<file path="config.mk">
export PLATFORM = sky130hd
export DESIGN_NAME = bfa_cell
export DESIGN_NICKNAME = d
export VERILOG_FILES = /design/src/rtl/bfa_pkg.sv /design/src/rtl/bfa_cell.sv
export SDC_FILE = /design/constraint.sdc
export NUM_CORES = 1
export LEC_CHECK = 0
export ABC_CLOCK_PERIOD_IN_PS = 2800
export BUFFER_PORTS_ARGS = -buffer_cell sky130_fd_sc_hd__buf_2
export CAP_MARGIN = 20
export CORE_AREA = 2 2 107 109
export CTS_BUF_LIST = sky130_fd_sc_hd__clkbuf_2 sky130_fd_sc_hd__clkbuf_4 sky130_fd_sc_hd__clkbuf_8
export DETAILED_ROUTE_END_ITERATION = 10
export DIE_AREA = 0 0 109 111
export GPL_ROUTABILITY_DRIVEN = 0
export PLACE_DENSITY = 0.7
export SLEW_MARGIN = 20
export SYNTH_ARGS = -nofsm -noshare
export SYNTH_HDL_FRONTEND = slang
export SYNTH_SLANG_ARGS = --single-unit
</file>
<file path="constraint.sdc">
create_clock -name clock -period 2.8 [get_ports clock]
set_clock_uncertainty 0.15 [all_clocks]
set_input_delay 0.56 -clock clock [delete_from_list [all_inputs] [get_ports clock]]
set_output_delay 0.56 -clock clock [all_outputs]
set_load 0.01 [all_outputs]
</file>
<file path="src/rtl/bfa_pkg.sv">
// ---------------------------------------------------------------------------
// bfa_pkg
// Types and constants shared by the best-fit block allocator and its cells.
// ---------------------------------------------------------------------------
package bfa_pkg;

   localparam int          ADDR_W     = 21;
   localparam logic [20:0] ADDR_MAX   = 21'h1FFFFF;
   localparam logic [20:0] POOL_RESET = 21'd65536;

   localparam logic [1:0] OP_CLEAR = 2'd0;
   localparam logic [1:0] OP_ALLOC = 2'd1;
   localparam logic [1:0] OP_FREE  = 2'd2;

   localparam logic [1:0] STATUS_OK        = 2'd0;
   localparam logic [1:0] STATUS_INVALID   = 2'd1;
   localparam logic [1:0] STATUS_NOFIT     = 2'd2;
   localparam logic [1:0] STATUS_NOT_FOUND = 2'd3;

   typedef struct packed {
      logic [1:0]        opcode;
      logic [ADDR_W-1:0] request_bytes;
      logic [ADDR_W-1:0] release_address;
   } req_type;

   typedef struct packed {
      logic [1:0]        status;
      logic [ADDR_W-1:0] payload_address;
      logic [ADDR_W-1:0] used_total;
      logic [ADDR_W-1:0] free_total;
   } rsp_type;

   // one table entry as held by a cell
   typedef struct packed {
      logic              live;
      logic              free;
      logic [ADDR_W-1:0] offset;
      logic [ADDR_W-1:0] length;
   } entry_type;

   typedef enum logic [2:0] {
      CELL_HOLD,
      CELL_ROTATE,
      CELL_CLEAR,
      CELL_INSERT,
      CELL_COMPACT
   } cell_mode_type;

   typedef struct packed {
      cell_mode_type mode;
      logic          kill;
      logic          split;
      entry_type     tail;
      entry_type     ins_a;
      entry_type     ins_b;
   } ctl_type;

endpackage

</file>
<file path="src/rtl/bfa_cell.sv">
// ---------------------------------------------------------------------------
// bfa_cell
// One slot of the block table: holds, rotates, inserts, compacts or clears under
// the shared control word.
// ---------------------------------------------------------------------------
module bfa_cell import bfa_pkg::*; #(
   parameter int IDX_W = 5,
   parameter int INDEX = 0
) (
   input  logic             clock,
   input  logic             reset,
   input  ctl_type          ctl,
   input  logic [IDX_W-1:0] ins_index,
   input  entry_type        left_entry,
   input  entry_type        right_entry,
   output entry_type        entry
);

   localparam logic [IDX_W:0] MY_IDX = (IDX_W+1)'(INDEX);

   entry_type        entry_ff;
   entry_type        entry_in;
   logic [IDX_W:0]   k_ext;
   logic [IDX_W:0]   k_next;

   assign k_ext  = {1'b0, ins_index};
   assign k_next = k_ext + 1'b1;

   always_comb begin
      entry_in = entry_ff;
      case (ctl.mode)
         CELL_ROTATE: begin
            entry_in = right_entry;
            // absorbed neighbour arrives at the head as a dead slot
            if (INDEX == 0 && ctl.kill) begin
               entry_in.live = 1'b0;
            end
         end
         CELL_CLEAR: begin
            if (INDEX == 0) begin
               entry_in = ctl.ins_a;
            end else begin
               entry_in.live = 1'b0;
               entry_in.free = 1'b0;
            end
         end
         CELL_INSERT: begin
            if (MY_IDX == k_ext) begin
               entry_in = ctl.ins_a;
            end else if (ctl.split && MY_IDX == k_next) begin
               entry_in = ctl.ins_b;
            end else if (ctl.split && MY_IDX > k_next) begin
               entry_in = left_entry;
            end
         end
         CELL_COMPACT: begin
            // dead slots bubble towards the end, one place a cycle
            if (!entry_ff.live) begin
               entry_in = right_entry;
            end else if (!left_entry.live) begin
               entry_in = left_entry;
            end
         end
         default: begin
         end
      endcase
   end

   always_ff @(posedge clock) begin
      if (reset) begin
         if (INDEX == 0) begin
            entry_ff <= '{live: 1'b1, free: 1'b1, offset: '0, length: POOL_RESET};
         end else begin
            entry_ff <= '{live: 1'b0, free: 1'b0, offset: '0, length: '0};
         end
      end else begin
         entry_ff <= entry_in;
      end
   end

   assign entry = entry_ff;

endmodule

</file>
# ---- Yosys cells after proc, flatten, opt, wreduce, memory -nomap -nowiden
# Cells that the tools add are included.
dict set report totals {
  ff_bits 44
  in_bits 232
  output_inout_bits 44
  elab_cells 26
}
dict set report op_classes {
  n_addsub 1
  order_cmp 1
  n_eq_ne 6
  mux 7
  n_reduce_logical 7
}
# operator count
set ops {}
lappend ops {{$mux 44} 5}
lappend ops {{$pmux 44 s4} 1}
lappend ops {{$logic_not 6->1} 2}
lappend ops {{$add 5x1->6 const B} 1}
lappend ops {{$eq 3x2->1 const B} 2}
lappend ops {{$gt 1x6->1 const A} 1}
lappend ops {{$ne 4x4->1 const B} 1}
lappend ops {{$reduce_bool 4->1} 1}
lappend ops {{$eq 3x1->1 const B} 1}
lappend ops {{$eq 3x3->1 const B} 1}
lappend ops {{$ne 3x3->1 const B} 1}
lappend ops {{$reduce_and 3->1} 1}
lappend ops {{$logic_and 1x1->1} 2}
lappend ops {{$reduce_and 2->1} 1}
lappend ops {{$mux 1} 1}

# ---- Depth between registers and ports, before layout
# Gate-level depths: netlist (run 1).
dict set report depth {
  depth_word 7
  ltp_mapped 7
  depth_no_buf 4
}

# ---- Worst setup path before layout (run 1)
# OpenSTA, ideal clock, no wires.
dict set report synth_timing {
  path_type {input port to flip-flop}
  startpoint {in ins_index[1]}
  endpoint {reg entry_ff (netlist bit entry[17])}
  setup_time_ns 0.139
  arrival_time_ns 2.045
  required_ns 2.511
  path_slack_ns 0.466
  path_stages 7
  path_buffers 3
  cell_sequence {or4_1 -> buf_2 -> or2_1 -> buf_2 -> buf_6 -> a222oi_1 -> a221oi_1}
}
dict set report synth_between {
  elab_chain_len 6
  elab_cells_between_ends 11
  classes_between {add/sub (1); order compare (1); eq/ne (1); mux (3); reduce/logical (5)}
}
# element line_no
set synth_lines {}
lappend synth_lines {{start, declared} bfa_cell.sv:13} ;# input logic [IDX_W-1:0] ins_index,
lappend synth_lines {{parallel branches: the longest is 6 deep, another holds $add 5x1->6} --}
lappend synth_lines {{end signal, assigned} bfa_cell.sv:72} ;# entry_ff <= '{live: 1'b1, free: 1'b1, offset: '0, length: POOL_RESET};
lappend synth_lines {{end signal, assigned} bfa_cell.sv:74} ;# entry_ff <= '{live: 1'b0, free: 1'b0, offset: '0, length: '0};
lappend synth_lines {{end signal, assigned} bfa_cell.sv:77} ;# entry_ff <= entry_in;
lappend synth_lines {{end, declared} bfa_cell.sv:21} ;# entry_type entry_ff;
# Parallel ways; which one is timed is not known.
# A chain may end at the register's enable or synchronous reset.

# ---- Final worst setup path (run 1)
dict set report layout_timing {
  startpoint {in ins_index[0]}
  endpoint {reg entry_ff (netlist bit entry[27])}
}
# Same word-level chain as after synthesis.

==> summary.txt, run 1 <==
Floorplanning
  • Io pins: approximately 280
  • Area of the core: around 11000 µm²
  • Die X-Extent: between 100 and 150 µm
  • Die area: roughly 12000 µm²
  • Cell row count: 39
  • Initial Util: between 20 and 30%
  • Die Height: about 110 µm

Synth
  • Share of the synthesized area in the top cell type: a little under a third
  • Synth area leaders: dfxtp_1, a222oi_1, a221oi_1
  • Post-Syn Area: 2850 µm²
  • Async S/R FF share, synth: 0%
  • Avg Cell Area, Syn: just over 8 µm²
  • Main synth FF type: dfxtp_1
  • Synth area leader: dfxtp_1
  • Yosys reg bits: 44
  • Synth Net Count: 576
  • Yosys cell types: 40
  • Post-synthesis sequential area ratio: a little under a third
  • EDFF count, synth: 0
  • Syn Inst Count: approximately 340
  • Count of warnings emitted by yosys: 0

Hold path
  • WHS Endpoint: entry[4]
  • Hold wc startpoint: entry[4]
  • Min-Delay Path Class: reg -> reg
  • Hold-critical path depth: 2

Routing
  • Wire per inst: roughly 19 µm
  • ANT nets after route: 0
  • Initial DRC count: 562
  • 1st-pass router iterations: 8
  • Via density: slightly below 6
  • DRC: 0
  • Drt total wl: 12200 µm
  • Detailed-route via count: 3806

GRT
  • First-pass GRT wire length: around 18000 µm
  • Number of global-route vias before repair: 3720
  • Initial antenna violation count: 0
  • Grt ovf: 0
  • Largest net degree at the start of global routing: between 50 and 60
  • GRT Total Usage: a little under a fifth

Clock network
  • Root Buffer: clkbuf_8
  • Clk Latency, worst-skew pair: 310 ps
  • CTS Hold Buffers Added: 0
  • Clk buf depth: 2
  • Total CTS buffers: 5
  • TritonCTS clock tree: done
  • H-tree depth: 2
  • Post_cts resized: 0
  • Clock transition at path regs: roughly 80 ps
  • Total clock sinks: 44
  • Setup bufs post-CTS: 0

STA
  • FMAX: 0.439 GHz
  • RSZ-0062 raised after global routing: false
  • Slew Limit Fails: 0
  • Period utilisation layout: approximately 81%
  • Setup TNS: 0 ps
  • Final setup violation count: 0
  • Slew at the pin closest to its max-slew limit: 655 ps
  • Final hold vios: 0
  • Fin crit period: 2280 ps
  • Rel. slew slack: a little under three fifths

Setup path
  • FF-to-FF path depth: 6
  • Worst-path maximum fanout: 18
  • Startpoint types: primary input
  • FF-to-FF End: entry[27]
  • Worst EP required: 2800 ps
  • Kind of critical path: in -> reg
  • Worst Setup End Kind: flip-flop
  • Internal reg-to-reg setup slack: between 700 and 800 ps
  • Reg2Reg Launch Point: entry[43]
  • Critical path arrival: 2270 ps

Job
  • MaxCap Viol Count: 0

Place
  • # placed instances: approximately 640
  • Post-DP HPWL: ~8500 µm
  • I/O Buffers: roughly 190

Layout
  • Syn-to-layout area delta: 41.8%
  • Fin util: a little over a third
  • Post-route insts no fill: ~650
  • # diodes: 0
  • Largest register FFs: between 40 and 50
  • Layout cells sized above 1: between 40% and 50%
  • Nets@finish: 740

Power and ir drop
  • VDD IR max: approximately 0.18 mV
  • Power per Cell Area: 425 nW/µm²
  • Pleak: about 2.0 nW

Outcome
  • Status: complete, no violations
==> synth_stat cells, types with 3 or more instances <==
library cell  count
buf_6             4
and3_1           40
buf_2             4
o21ai_0           5
a221oi_1         42
a222oi_1         40
inv_1            44
nor2_1            5
nand2_1           3
nand2b_1          3
o22ai_1          40
dfxtp_1          44
clkbuf_1         38
==> per-layer routing <==
metal / part of all wire (%) / wire length (µm) / vias up / GRT usage (%)
met5: 0 / 0 / - / 0
met4: 2.3 / 280 / 0 / 7.44
met3: 11 / 1290 / 24 / 5.23
met2: 47 / 5790 / 245 / 32.9
met1: 40 / 4840 / 1792 / 22.1
li1: - / - / 1745 / -
==> final cells by class <==
type	instances	area [µm²]
Fill cell	1141	7030
Tap cell	143	179
Multi-Input combinational cell	209	1630
Inverter	44	165
Timing Repair Buffer	204	1090
Clock buffer	7	96.3
Sequential cell	44	881
==> cell families (layout without fill, tap and decap cells) <==
family	count (synthesis)	count (layout)	synth area share, %
buf+inv	91	255	13.2
flops	44	44	30.9
xor+xnor	1	1	0.307
compound gates	147	147	42.5
simple gates	61	61	13.1
==> power breakdown <==
group	internal, W	switching [W]
Clock	0.000220	0.000232
Combinational	0.000250	0.000297
Sequential	0.000687	0.0000315
==> layout by cell type (no fill, tap or decap), drive strengths merged, types with 2 or more instances in the layout <==
cell type	count
a2111oi	2
clkbuf	7
a222oi	40
nand2b	3
a221oi	42
o21ai	6
a41oi	2
and3	40
o2111a	2
nand2	3
nor2	5
inv	44
a21oi	2
nor2b	2
o22ai	41
buf	204
dfxtp	44
==> worst max path at each step <==
stage	startpoint	endpoint	slack (ps)
floorplan	ins_index[1]	entry[17]	470
global placement	ins_index[0]	entry[27]	240
detailed placement	ins_index[0]	entry[27]	210
CTS	ins_index[0]	entry[27]	540
global route	ins_index[1]	entry[27]	490
finish	ins_index[0]	entry[27]	520
==> stage by stage <==
stage / instance area (µm²) / power, W / setup slack, ps / hold WS, ps
CTS: 4050 / 0.00174 / 541 / 321
finish: 4050 / 0.00172 / 523 / 317
global route: 4050 / 0.00181 / 494 / 332
detailed placement: 3950 / 0.00128 / 211 / 307
floorplan: 2850 / 0.00101 / 466 / 341
global placement: 3950 / 0.00126 / 243 / 305
==> worst max-delay path: stages <==
cell	delay (ps)
buf_2	110
or4_1	530
or2_1	240
buf_4	210
a222oi_1	470
a221oi_1	140
(Power assumes the default switching activity.)
==> run 2: changes to the inputs <==
--- a/config.mk
+++ b/config.mk
@@ -5,15 +5,16 @@
 export SDC_FILE = /design/constraint.sdc
 export NUM_CORES = 1
 export LEC_CHECK = 0
-export ABC_CLOCK_PERIOD_IN_PS = 2800
+export ABC_AREA = 1
+export ABC_CLOCK_PERIOD_IN_PS = 2100
 export BUFFER_PORTS_ARGS = -buffer_cell sky130_fd_sc_hd__buf_2
 export CAP_MARGIN = 20
-export CORE_AREA = 2 2 107 109
+export CORE_AREA = 2 2 106 108
 export CTS_BUF_LIST = sky130_fd_sc_hd__clkbuf_2 sky130_fd_sc_hd__clkbuf_4 sky130_fd_sc_hd__clkbuf_8
 export DETAILED_ROUTE_END_ITERATION = 10
-export DIE_AREA = 0 0 109 111
+export DIE_AREA = 0 0 108 110
 export GPL_ROUTABILITY_DRIVEN = 0
-export PLACE_DENSITY = 0.7
+export PLACE_DENSITY = 0.73
 export SLEW_MARGIN = 20
 export SYNTH_ARGS = -nofsm -noshare
 export SYNTH_HDL_FRONTEND = slang
==> constraint.sdc (replaced) <==
create_clock -name clock -period 2.1 [get_ports clock]
set_clock_uncertainty 0.15 [all_clocks]
set_input_delay 0.42 -clock clock [delete_from_list [all_inputs] [get_ports clock]]
set_output_delay 0.42 -clock clock [all_outputs]
set_load 0.01 [all_outputs]
==> summary.txt, run 2 <==
Synth
  • Post-synthesis sequential area ratio: 29.0% (-1.8 points)
  • Post-Syn Area: 3030 µm² (+6.3%)
  • Synth top cells by count: nand2_1, nor2_1, inv_1, nand3_1
  • Avg Cell Area, Syn: 5.48 µm² (-34%)
  • Count of warnings emitted by yosys: 0 (unchanged)
  • Share of the synthesized area in the top cell type: 29.0% (-1.8 points)
  • Synth area leaders: dfxtp_1, nand2_1, nor2_1
  • Yosys reg bits: 44 (unchanged)
  • Yosys cell types: 16 (-60%)
  • EDFF count, synth: 0 (unchanged)
  • Syn Inst Count: 553 (+61%)
  • Synth Net Count: 785 (+36%)
  • Most common cell in the netlist: nand2_1
  • Synth area leader: dfxtp_1
  • Main synth FF type: dfxtp_1
  • Async S/R FF share, synth: 0% (unchanged)

Clock network
  • Clk Latency, worst-skew pair: 290 ps (-20 ps)
  • Post_cts resized: 0 (unchanged)
  • Root Buffer: clkbuf_8
  • Total clock sinks: 44 (unchanged)
  • Clk buf depth: 2 (unchanged)
  • Total CTS buffers: 5 (unchanged)
  • TritonCTS clock tree: done
  • CTS Hold Buffers Added: 0 (unchanged)
  • Clock transition at path regs: 90 ps (about the same)
  • Setup bufs post-CTS: 0 (unchanged)
  • H-tree depth: 2 (unchanged)

Setup path
  • FF-to-FF End: entry[30]
  • Critical path arrival: 1660 ps (-610 ps)
  • Worst-path maximum fanout: 42 (+24)
  • Number of buffers and inverters on the critical path: 1 (-1)
  • Critical-path top delay cell: buf_4
  • Internal reg-to-reg setup slack: 470 ps (-240 ps)
  • Reg2Reg Launch Point: entry[43]
  • Worst setup path start: entry[43]
  • Worst Setup End Kind: flip-flop
  • Levels on crit path: 5 (-1)
  • Kind of critical path: reg -> reg
  • CP endpoint: entry[30]
  • Critical Path Max Stage Delay: 450 ps (-80 ps)
  • Critical path cell sequence: nand4_1 > buf_4 > nand4_1 > nor2_1 > nor2_1
  • FF-to-FF path depth: 5 (-1)
  • Startpoint types: flip-flop
  • Worst EP required: 2130 ps (-670 ps)
  • CP top delay family: simple AND/OR/NAND/NOR gates

Hold path
  • Hold-critical path depth: 3 (+1)
  • Min-Delay Path Class: in -> reg

Floorplanning
  • Die Height: 110 µm (-0.90%)
  • Cell row count: 38 (-2.6%)
  • Initial Util: 28.4% (+2.6 points)
  • Io pins: 276 (unchanged)
  • Area of the core: 10700 µm² (-3.4%)
  • Die area: 11900 µm² (-1.8%)
  • Die X-Extent: 108 µm (-0.92%)

STA
  • FMAX: 0.613 GHz
  • RSZ-0062 raised after global routing: false
  • Rel. slew slack: 68.3% (+12 points)
  • Hold Worst Slack: 227 ps (-89.8 ps)
  • Period utilisation layout: a little under 80%
  • Setup slack after layout: 469 ps (-53.9 ps)
  • Fin crit period: between 1500 and 2000 ps
  • Slew Limit Fails: 0 (unchanged)
  • Slew at the pin closest to its max-slew limit: 476 ps (-179 ps)
  • Setup TNS: 0 ps (unchanged)
  • Final hold vios: 0 (unchanged)
  • Final setup violation count: 0 (unchanged)

Layout
  • Most frequent cells in the layout: nand2_1, buf_2, nor2_1
  • Layout cells sized above 1: 30.1% (-13 points)
  • Largest register FFs: 44 (unchanged)
  • Fill cell count: 1182 (+3.6%)
  • Finished Cell Area: 4250 µm² (+5.0%)
  • Nets@finish: 958 (+29%)
  • Commonest non-fill, non-tap cell in the layout: nand2_1
  • Syn-to-layout area delta: 40.1%

GRT
  • First-pass GRT wire length: 16200 µm (-11%)
  • GRT Total Usage: 17.2% (-1.9 points)
  • Grt ovf: 0 (unchanged)
  • Number of global-route vias before repair: 3481 (-6.4%)
  • Largest net degree at the start of global routing: 45 (-12%)
  • Initial antenna violation count: 2 (+2)

Place
  • Setup slack at placement: 175 ps (-35.9 ps)
  • I/O Buffers: 186 (unchanged)
  • Total placed instance area: 4150 µm² (+5.0%)
  • Post-DP HPWL: 7900 µm (-7.4%)

Power and ir drop
  • VDD IR max: 0.242 mV (+32%)
  • Power per Cell Area: 570 nW/µm² (+34%)
  • Clock share of power: 25.8% (-0.5 points)
  • Switching portion of total power: 32.8% (+0.12 points)
  • Switch Pwr: 0.000793 W (+41%)
  • Pleak: 2.54 nW (+28%)
  • Internal power: 0.00163 W (+41%)
  • Power share of the combinational group: 33.9% (+2.0 points)
  • Total power: 0.00242 W (+41%)
  • Sequential power share: 40.3% (-1.5 points)

Routing
  • Wire per inst: 12.0 µm (-36%)
  • Drt total wl: 10400 µm (-15%)
  • ANT nets after route: 0 (unchanged)
  • Via density: 4.45 (-24%)
  • Initial DRC count: 203 (-64%)
  • 1st-pass router iterations: 4 (-4)
  • Detailed-route via count: 3857 (+1.3%)
  • DRC: 0 (unchanged)

Job
  • MaxCap Viol Count: 0 (unchanged)

Outcome
  • Status: complete, no violations
-- run 2: power groups by stage --
stage	Sequential [W]	Clock, W	Combinational (W)
floorplan	0.00104	0	0.000426
global placement	0.000990	0	0.000823
detailed placement	0.000995	0	0.000827
CTS	0.000975	0.000661	0.000829
global route	0.000987	0.000703	0.000934
finish	0.000975	0.000626	0.000821
-- run 2: worst reg2reg max path, delay by kind of cell (launching register included) --
kind          cells  cell delay (ps)
flops             1              370
simple gates      4              550
buf+inv           1              450
-- run 2: cell type report --
cell class | count | area [µm²] | share of cell area (%)
inverter | 54 | 203 | 4.77
clock inverter | 1 | 30.0 | 0.707
multi-input combinational | 418 | 1780 | 41.9
clock buffer | 5 | 68.8 | 1.62
timing repair buffer | 203 | 1110 | 26.1
antenna | 1 | 2.50 | 0.0589
sequential | 44 | 881 | 20.7
tap | 140 | 175 | 4.12
-- run 2: how the worst min path moves through the flow --
stage / end / slack (ps) / start
after floorplan: entry[16] / 350 / entry[16]
after global placement: entry[42] / 300 / entry[42]
after detailed placement: entry[42] / 310 / entry[42]
after CTS: entry[16] / 210 / reset
after global routing: entry[42] / 210 / reset
final: entry[42] / 230 / reset
-- run 2: kinds of logic (layout without fill, tap and decap cells) --
kind of cell           after synthesis  after routing  synth area share (%)
and+or+nand+nor                    414            414                  57.9
buffers and inverters               91            263                  12.4
DFF                                 44             44                  29.0
AOI/OAI and AO/OA                    4              4                 0.660
other                                0              1                     0
-- run 2: metal layers --
metal  GRT usage [%]  vias to the layer above  part of all wire, %
met5               0                        -                 0.13
met2            29.6                      152                   45
met1            21.1                     1635                   43
met3            5.70                        6                   11
li1                -                     2062                    -
met4            3.30                        2                 0.47
-- run 2: metrics by stage --
stage,utilization (%),std cells
after floorplan,-,553
after global placement,38.8,859
after detailed placement,38.8,859
after CTS,39.7,865
after global routing,39.7,865
final,39.7,866
==> run 3: changes to the inputs <==
==> config.mk (replaced) <==
export PLATFORM = sky130hd
export DESIGN_NAME = bfa_cell
export DESIGN_NICKNAME = d
export VERILOG_FILES = /design/src/rtl/bfa_pkg.sv /design/src/rtl/bfa_cell.sv
export SDC_FILE = /design/constraint.sdc
export NUM_CORES = 1
export LEC_CHECK = 0
export ABC_AREA = 0
export ABC_CLOCK_PERIOD_IN_PS = 1520
export BUFFER_PORTS_ARGS = -buffer_cell sky130_fd_sc_hd__buf_2
export CAP_MARGIN = 20
export CORE_AREA = 2 2 107 109
export CTS_BUF_LIST = sky130_fd_sc_hd__clkbuf_2 sky130_fd_sc_hd__clkbuf_4 sky130_fd_sc_hd__clkbuf_8
export DETAILED_ROUTE_END_ITERATION = 10
export DIE_AREA = 0 0 109 111
export GPL_ROUTABILITY_DRIVEN = 0
export PLACE_DENSITY = 0.7
export SLEW_MARGIN = 20
export SYNTH_ARGS = -nofsm -noshare
export SYNTH_HDL_FRONTEND = slang
export SYNTH_SLANG_ARGS = --single-unit
==> constraint.sdc (replaced) <==
create_clock -name clock -period 1.52 [get_ports clock]
set_clock_uncertainty 0.15 [all_clocks]
set_input_delay 0.304 -clock clock [delete_from_list [all_inputs] [get_ports clock]]
set_output_delay 0.304 -clock clock [all_outputs]
set_load 0.01 [all_outputs]
==> summary.txt, run 3 (synthesis results as in run 1) <==
Hold path
  • Min-Delay Path Class: in -> reg
  • WHS Endpoint: entry[16]
  • Hold-critical path depth: 3 (unchanged)
  • Hold wc startpoint: ctl[60]

Clock network
  • Total CTS buffers: 5 (unchanged)
  • TritonCTS clock tree: done
  • H-tree depth: 2 (unchanged)
  • Root Buffer: clkbuf_8
  • Clk Latency, worst-skew pair: 300 ps (about the same)
  • Clk buf depth: 2 (unchanged)
  • CTS Hold Buffers Added: 0 (unchanged)
  • Clock transition at path regs: 100 ps (about the same)
  • Total clock sinks: 44 (unchanged)

Power and ir drop
  • Clock share of power: 26.8% (+1.0 points)
  • Sequential power share: 36.7% (-3.6 points)
  • Switching portion of total power: 32.9% (+0.19 points)
  • Power share of the combinational group: 36.4% (+2.5 points)
  • Power per Cell Area: 728 nW/µm² (+28%)
  • Internal power: 0.00242 W (+49%)
  • Switch Pwr: 0.00119 W (+50%)
  • VDD IR max: 0.379 mV (+57%)
  • Pleak: 2.34 nW (-7.9%)

STA
  • Hold Worst Slack: 167 ps (-60.1 ps)
  • Final hold vios: 0 (unchanged)
  • Rel. slew slack: 69.8% (+1.5 points)
  • Slew at the pin closest to its max-slew limit: 453 ps (-23.3 ps)
  • Period utilisation layout: 121%
  • RSZ-0062 raised after global routing: true
  • Fin crit period: approximately 1800 ps
  • FMAX: between 0.5 and 0.6 GHz
  • Setup slack after layout: -316 ps (-786 ps)
  • Slew Limit Fails: 0 (unchanged)
  • Setup TNS: -11960 ps (-11960 ps)
  • Final setup violation count: 44 (+44)

GRT
  • First-pass GRT wire length: 19900 µm (+23%)
  • GRT Total Usage: 20.9% (+3.7 points)
  • Number of global-route vias before repair: 3929 (+13%)
  • Grt ovf: 0 (unchanged)
  • Initial antenna violation count: 0 (-2)
  • Largest net degree at the start of global routing: 41 (-8.9%)

Setup path
  • Worst EP required: 1530 ps (-600 ps)
  • Internal reg-to-reg setup slack: -290 ps (-760 ps)
  • Critical path arrival: 1850 ps (+190 ps)
  • Startpoint types: primary input
  • Worst Setup End Kind: flip-flop
  • FF-to-FF path depth: 7 (+2)
  • Critical Path Max Stage Delay: 530 ps (+80 ps)
  • Critical path cell sequence: buf_6 > or4_4 > or2_4 > buf_12 > a222oi_1 > a221oi_1
  • Kind of critical path: in -> reg
  • Number of buffers and inverters on the critical path: 2 (+1)
  • FF-to-FF End: entry[15]
  • Worst-path maximum fanout: 40 (-4.8%)
  • Reg2Reg Launch Point: entry[43]
  • CP top delay family: simple AND/OR/NAND/NOR gates
  • Critical-path top delay cell: or4_4

Outcome
  • Status: finished with violations
  • Failing checks: setup timing

Routing
  • DRC: 0 (unchanged)
  • Wire per inst: 21.3 µm (+77%)
  • Drt total wl: 14400 µm (+39%)
  • ANT nets after route: 0 (unchanged)
  • Detailed-route via count: 4002 (+3.8%)
  • Via density: 5.89 (+32%)
  • Initial DRC count: 654 (+220%)
  • 1st-pass router iterations: 9 (+5)

Floorplanning
  • Die Height: 111 µm (+0.91%)
  • Area of the core: 11100 µm² (+3.5%)
  • Io pins: 276 (unchanged)
  • Die area: 12100 µm² (+1.8%)
  • Initial Util: 25.8% (-2.6 points)
  • Cell row count: 39 (+2.6%)
  • Die X-Extent: 109 µm (+0.93%)

Layout
  • Nets@finish: 767 (-20%)
  • Finished Cell Area: 4960 µm² (+17%)
  • Fin util: 44.8% (+5.0 points)
  • Layout cells sized above 1: 54.7% (+25 points)
  • Most frequent cells in the layout: buf_2, inv_1, dfxtp_1
  • Largest register FFs: 44 (unchanged)
  • Commonest non-fill, non-tap cell in the layout: buf_2
  • # diodes: 0 (-1)
  • Syn-to-layout area delta: 73.7%

Place
  • Post-DP HPWL: 8760 µm (+11%)
  • Total placed instance area: 4190 µm² (+0.97%)
  • I/O Buffers: 186 (unchanged)

Job
  • MaxCap Viol Count: 0 (unchanged)
run 3: area by class of cell:
class,instances,area (µm²)
Clock buffer,6,76.3
Clock inverter,2,35.0
Fill cell,1061,6120
Inverter,44,165
Multi-Input combinational cell,209,1980
Sequential cell,44,882
Tap cell,143,179
Timing Repair Buffer,231,1640
run 3: what timing repair did:
item | in CTS | in global routing
hold endpoints to repair | 0 | 0
setup endpoints to repair | 44 | 44
buffers inserted | 0 | 4
gates resized for setup | 22 | 47
gates cloned | 3 | 7
pin swaps | 10 | 45
run 3: power groups by stage:
stage	clock network (W)	logic (W)	registers [W]
floorplan	0	0.000472	0.00140
global placement	0	0.00106	0.00135
detailed placement	0	0.00109	0.00135
CTS	0.00101	0.00116	0.00132
global route	0.00104	0.00141	0.00134
finish	0.000969	0.00132	0.00133
run 3: how the worst max path moves through the flow:
stage,slack [ps],start,end,depth (start not counted)
after floorplan,-550,ins_index[1],entry[17],7
after global placement,-570,ins_index[1],entry[6],6
after detailed placement,-600,ins_index[1],entry[9],6
after CTS,-260,ins_index[1],entry[20],6
after global routing,-360,entry[43],entry[18],7
final,-320,ins_index[1],entry[1],6
run 3: stage by stage:
step	instances	setup WS [ps]	power, W
6_report	679	-316	0.00361
5_1_grt	679	-359	0.00379
4_1_cts	668	-262	0.00349
3_5_place_dp	657	-602	0.00244
3_3_place_gp	657	-573	0.00241
2_1_floorplan	344	-550	0.00187
run 3: worst reg2reg max path, stage by stage, from the launching register on:
cell       delay (ps)
dfxtp_2           340
buf_6             100
nand3b_1          130
nor3_4            230
buf_6             170
clkbuf_16         190
a222oi_1          110
a221oi_1          290
run 3: per-layer routing:
layer	GRT usage, %	up-vias	part of all wire, %
met2	34.2	260	49
met5	0	-	0
met4	8.55	0	1.6
met1	25.7	1921	41
li1	-	1801	-
met3	5.29	20	9.0
